===== config.mk =====
export PLATFORM = sky130hd
export DESIGN_NAME = thrm_eval
export DESIGN_NICKNAME = d
export VERILOG_FILES = /design/src/hw/rtl/thrm_pkg.sv /design/src/hw/rtl/thrm_eval.sv
export VERILOG_INCLUDE_DIRS = /design/src /design/src/hw/rtl
export SDC_FILE = /design/constraint.sdc
export NUM_CORES = 1
export LEC_CHECK = 0
export BUFFER_PORTS_ARGS = -buffer_cell sky130_fd_sc_hd__buf_4
export CELL_PAD_IN_SITES_DETAIL_PLACEMENT = 2
export CELL_PAD_IN_SITES_GLOBAL_PLACEMENT = 2
export CORE_MARGIN = 1.5
export CORE_UTILIZATION = 35
export CTS_CLUSTER_DIAMETER = 60
export DETAILED_ROUTE_END_ITERATION = 6
export GPL_ROUTABILITY_DRIVEN = 0
export PLACE_DENSITY_LB_ADDON = 0.15
export SYNTH_ARGS = -nofsm -noshare
export SYNTH_HDL_FRONTEND = slang
export SYNTH_SLANG_ARGS = --single-unit
export TNS_END_PERCENT = 50

===== constraint.sdc =====
create_clock -name clk -period 2.6 [get_ports clk]
set_input_delay 0.13 -clock clk [delete_from_list [all_inputs] [get_ports clk]]
set_output_delay 0.13 -clock clk [all_outputs]
set_load 0.02 [all_outputs]

===== src/hw/rtl/torsion_histogram_reliability_map_defines.svh =====
// Assertion macros shared by the torsion histogram reliability map RTL.
// Depends on nothing; a module that uses them must have clk and rst_n in scope.
`ifndef TORSION_HISTOGRAM_RELIABILITY_MAP_DEFINES_SVH
`define TORSION_HISTOGRAM_RELIABILITY_MAP_DEFINES_SVH

// Same-cycle implication, checked outside reset.
`define THRM_ASSERT_IMP(lbl, ante, cons, msg) \
    lbl: assert property (@(posedge clk) disable iff (!rst_n) (ante) |-> (cons)) \
        else $error(msg);

// Next-cycle implication, checked outside reset.
`define THRM_ASSERT_NXT(lbl, ante, cons, msg) \
    lbl: assert property (@(posedge clk) disable iff (!rst_n) (ante) |=> (cons)) \
        else $error(msg);

`endif


===== src/hw/rtl/thrm_pkg.sv =====
// Shared constants, types and helper functions of the torsion histogram reliability map.
// Depends on nothing; thrm_ctrl, thrm_eval and the top level import it.
package thrm_pkg;

    localparam int ANGLE_BINS    = 32;
    localparam int RESIDUE_TYPES = 32;
    localparam int COUNT_WIDTH   = 16;

    localparam int IN_W      = 5;
    localparam int CMD_W     = 2;
    localparam int CLASS_W   = 2;
    localparam int OUT_CNT_W = 16;
    localparam int THR_W     = 16;
    localparam int IDX_CMP_W = 10;

    localparam logic [THR_W-1:0] THRESHOLD_RESET = THR_W'(5);

    localparam int BIN_W   = (ANGLE_BINS > 1) ? $clog2(ANGLE_BINS) : 1;
    localparam int RES_W   = (RESIDUE_TYPES > 1) ? $clog2(RESIDUE_TYPES) : 1;
    localparam int ADDR_W  = RES_W + 2 * BIN_W;
    localparam int MEM_DEPTH = 1 << ADDR_W;
    localparam int CMP_W   = (COUNT_WIDTH > THR_W) ? COUNT_WIDTH : THR_W;
    localparam int SAT_W   = (COUNT_WIDTH > OUT_CNT_W) ? COUNT_WIDTH : OUT_CNT_W;

    localparam logic [CMD_W-1:0] CMD_ADD   = 2'd0;
    localparam logic [CMD_W-1:0] CMD_QUERY = 2'd1;
    localparam logic [CMD_W-1:0] CMD_CLEAR = 2'd2;

    localparam logic [CLASS_W-1:0] CLASS_SPARSE   = 2'd0;
    localparam logic [CLASS_W-1:0] CLASS_NEAR     = 2'd1;
    localparam logic [CLASS_W-1:0] CLASS_RELIABLE = 2'd2;

    typedef logic [COUNT_WIDTH-1:0] count_t;

    // Travels with each query memory read so the evaluator knows what the data is.
    typedef struct packed {
        logic valid;
        logic first;
        logic last;
        logic blank;
    } rd_tag_t;

    function automatic logic count_above(input count_t cnt, input logic [THR_W-1:0] thr);
        return CMP_W'(cnt) > CMP_W'(thr);
    endfunction

    function automatic logic [OUT_CNT_W-1:0] count_sat(input count_t cnt);
        logic [SAT_W-1:0] ext;
        ext = SAT_W'(cnt);
        if (ext > SAT_W'({OUT_CNT_W{1'b1}}))
            return {OUT_CNT_W{1'b1}};
        else
            return ext[OUT_CNT_W-1:0];
    endfunction

endpackage


===== src/hw/rtl/thrm_eval.sv =====
// Query evaluator: compares the streamed cell counts with the threshold and forms the
// class and saturated count of each query. Depends on thrm_pkg and the defines header.
`include "torsion_histogram_reliability_map_defines.svh"

module thrm_eval (
    input  logic                            clk,
    input  logic                            rst_n,
    input  thrm_pkg::rd_tag_t               tag,
    input  thrm_pkg::count_t                rd_data,
    input  logic [thrm_pkg::THR_W-1:0]      threshold,
    output logic                            result_valid,
    output logic [thrm_pkg::CLASS_W-1:0]    bin_class,
    output logic [thrm_pkg::OUT_CNT_W-1:0]  centre_count
);
    import thrm_pkg::*;

    logic                 result_valid_reg;
    logic [CLASS_W-1:0]   bin_class_reg, bin_class_next;
    logic [OUT_CNT_W-1:0] centre_count_reg, centre_count_next;
    count_t               centre_cnt_reg;
    logic                 centre_hit_reg;
    logic                 nbr_hit_reg;
    logic                 hit;

    assign hit = count_above(rd_data, threshold);

    always_comb
    begin
        if (tag.blank)
        begin
            bin_class_next    = CLASS_SPARSE;
            centre_count_next = '0;
        end
        else
        begin
            centre_count_next = count_sat(centre_cnt_reg);
            if (centre_hit_reg)
                bin_class_next = CLASS_RELIABLE;
            else if (nbr_hit_reg || hit)
                bin_class_next = CLASS_NEAR;
            else
                bin_class_next = CLASS_SPARSE;
        end
    end

    always_ff @(posedge clk or negedge rst_n)
    begin
        if (!rst_n)
        begin
            result_valid_reg <= 1'b0;
        end
        else
        begin
            result_valid_reg <= tag.valid && tag.last;
        end
    end

    always_ff @(posedge clk)
    begin
        if (tag.valid)
        begin
            if (tag.first)
            begin
                centre_cnt_reg <= rd_data;
                centre_hit_reg <= hit;
                nbr_hit_reg    <= 1'b0;
            end
            else
            begin
                nbr_hit_reg <= nbr_hit_reg || hit;
            end
            if (tag.last)
            begin
                bin_class_reg    <= bin_class_next;
                centre_count_reg <= centre_count_next;
            end
        end
    end

    assign result_valid = result_valid_reg;
    assign bin_class    = bin_class_reg;
    assign centre_count = centre_count_reg;

    `THRM_ASSERT_IMP(a_walk_contiguous, tag.valid && !tag.first, $past(tag.valid),
                     "gap inside a query read stream")
    `THRM_ASSERT_IMP(a_walk_nine, tag.valid && tag.last && !tag.blank,
                     $past(tag.valid, 8) && $past(tag.first, 8),
                     "query stream is not nine reads long")

endmodule


==> impl_metrics.ini <==
[setup_path]
critPathTopFamily = compound AO/OA/AOI/OAI gates
timing.rr.start = nbr_hit_reg
cp_slowest_stage_delay_ps = 420
r2r_end = nbr_hit_reg
path_max_fanout = 2
path_cells = buf_4 > ha_1 > a21oi_1 > o21ai_0 > or2_0 > a2111oi_2 > nor3_1
worst-path-buf-inv = 1
cp-start-kind = primary input
setup.worst_path.class = in -> reg
cp_slowest_cell = a2111oi_2
worstPathArrival_ps = 1610
ff2ff_setup_slack_ps = 1200
required_ps = 2630
reg2reg_depth = 3
crit_path_end_kind = flop

[sta]
fmax_mhz = 631.7
rsz0062_at_grt = no
layout_min_cycle_time_ps = 1583
setup_viol = 0
finalSetupTns_ps = 0
finClkSkew_ps = 3.467
finalHoldViolations = 0
relSlewSlack_pct = 39.09
drv_slew = 0
period_share_pct = 60.89
tightest_slew_ps = 913.6
setup_ws_ps = 1017

[floorplanning]
die_y_um = 72.96
rows = 25
die_area_um2 = 5322
fp.dieW_um = 72.96
start_util_pct = 36.26
coreArea_um2 = 4723
io_pins = 57

[final_layout]
multi_input_area_um2 = 539.3
final_nets = 241
n_antenna_cell = 0
finish.utilization_pct = 49.40
layout-drive-gt1-share_pct = 36.17
area_delta_synth_final_pct = 36.23
regArea_um2 = 1106
nFillCells = 467

[grt]
grt_pass1_wl_um = 6251
antenna_found_initial = 0
grt_max_degree = 20
overflow = 0
grt_pass1_vias = 1305
grt.total_usage_pct = 16.10

[synthesis]
ys_warn_count = 0
syn_area_um2 = 1713
yosysSeqAreaShare_pct = 64.57
synthDistinctLibCells = 21
syn_nets = 178
synth.avg_cell_area_um2 = 13.81
yosys_register_bits = 37
syn_inst = 124

[worst_hold_path]
min_to = centre_cnt_reg[0]
hold_path.class = in -> reg
holdPathStages = 1
min_from = rd_data[0]

[clock_network]
cts_buffers = 5
root_buffer = clkbuf_8
cts.htree.levels = 2
cts_tree = built
clk_path_buf_depth = 2
clkTransAtPathRegs_ps = 80
postCtsSetupRepairBufs = 0
clk_latency_ps = 290
clock_sinks = 37

[route]
drtIter0Drc = 50
wirelength_um = 3979
drc = 0
ant_nets = 0
dr.pass1.iters = 3
vias = 1176
routedWlPerCell_um = 15.60
vias_per_cell = 4.612

[placement]
pre_cts_slack_ps = 694.9
port_buffers = 56
hpwl_um = 3004

[power]
leakage_uw = 0.001013
ir_drop_v = 0.0002705
power_density_nw_per_um2 = 586.1

[outcome]
status = finished, final reports clean

[run]
maxCapViolCount = 0
==> Yosys cell counts <==
library cell,count,area [µm²]
clkbuf_1,1,3.750
nor4_2,1,12.51
nand2_1,7,26.28
edfxtp_1,36,1081
nor2b_1,17,106.4
nor2_1,5,18.77
nor3_1,2,10.01
a21boi_0,1,7.510
dfrtp_1,1,25.02
nand4_1,1,6.260
and2_1,2,12.51
ha_1,16,200.2
a21oi_1,8,40.04
or2_0,1,6.260
nand4_4,1,21.27
o21ai_0,3,15.01
or3_4,1,11.26
nor4_4,1,21.27
inv_1,17,63.81
and4_1,1,8.760
a2111oi_2,1,15.01
==> final cells by class <==
cell class,instances,share of cell area [%]
sequential,37,47.40
inverter,17,2.735
multi-input combinational,69,23.11
clock buffer,5,2.949
clock inverter,3,1.769
tap,67,3.592
timing repair buffer,57,18.45
==> where the power goes <==
group          switching [µW]  internal [µW]
clock                     208            282
sequential               7.57            690
combinational            93.0           86.6
total                     309           1060
==> routing by layer <==
| layer | vias up | global-route usage, % | part of all wire, % |
|---|---|---|---|
| li1 | 565 | - | - |
| met1 | 572 | 18.72 | 42 |
| met2 | 34 | 29.26 | 53 |
| met3 | 5 | 3.315 | 4.0 |
| met4 | 0 | 5.660 | 0.96 |
| met5 | - | 0 | 0 |
==> worst register-to-register path: stages (launching register included) <==
cell and delay, ps:
edfxtp_1 390, or2_0 250, a2111oi_2 420, nor3_1 90
==> cells in the final DEF, fill, tap and decap left out, types with 2 or more instances in the layout <==
master and n:
nor2b_1 17, nand2_1 7, ha_1 16, nor2_1 5, nor3_1 2, edfxtp_1 36, and2_1 2, clkbuf_8 5
inv_1 17, o21ai_0 3, a21oi_1 8, buf_4 56
==> through the flow <==
| stage | hold slack [ps] | cells | total power (µW) | instance area, µm² |
|---|---|---|---|---|
| 3_3_place_gp | -94.81 | 246 | 880.4 | 2213 |
| 4_1_cts | 17.81 | 255 | 1386 | 2333 |
| 6_report | 23.55 | 255 | 1368 | 2333 |
| 3_5_place_dp | -93.84 | 246 | 891.8 | 2213 |
| 2_1_floorplan | -165.6 | 124 | 798.9 | 1713 |
| 5_1_grt | 17.85 | 255 | 1421 | 2333 |
==> kinds of logic after synthesis <==
kind of cell / share of synthesized area [%]
fa+ha+maj: 11.69
flops: 64.57
compound gates: 4.529
buf+inv: 3.944
simple gates: 15.27
==> worst max path at each step <==
| stage | start | end | slack (ps) | depth (start not counted) |
|---|---|---|---|---|
| floorplan | threshold[15] | nbr_hit_reg | 950 | 7 |
| global placement | rd_data[13] | bin_class[0] | 770 | 7 |
| detailed placement | rd_data[13] | nbr_hit_reg | 690 | 7 |
| CTS | rd_data[13] | nbr_hit_reg | 1000 | 7 |
| global route | rd_data[13] | nbr_hit_reg | 890 | 7 |
| finish | rd_data[13] | nbr_hit_reg | 1020 | 7 |
==> repair_timing <==
| action | CTS | global route |
|---|---|---|
| hold buffers | 1 | 0 |
| hold endpoints to repair | 1 | 0 |
| resized for setup | 0 | 0 |
(Power assumes the default switching activity.)
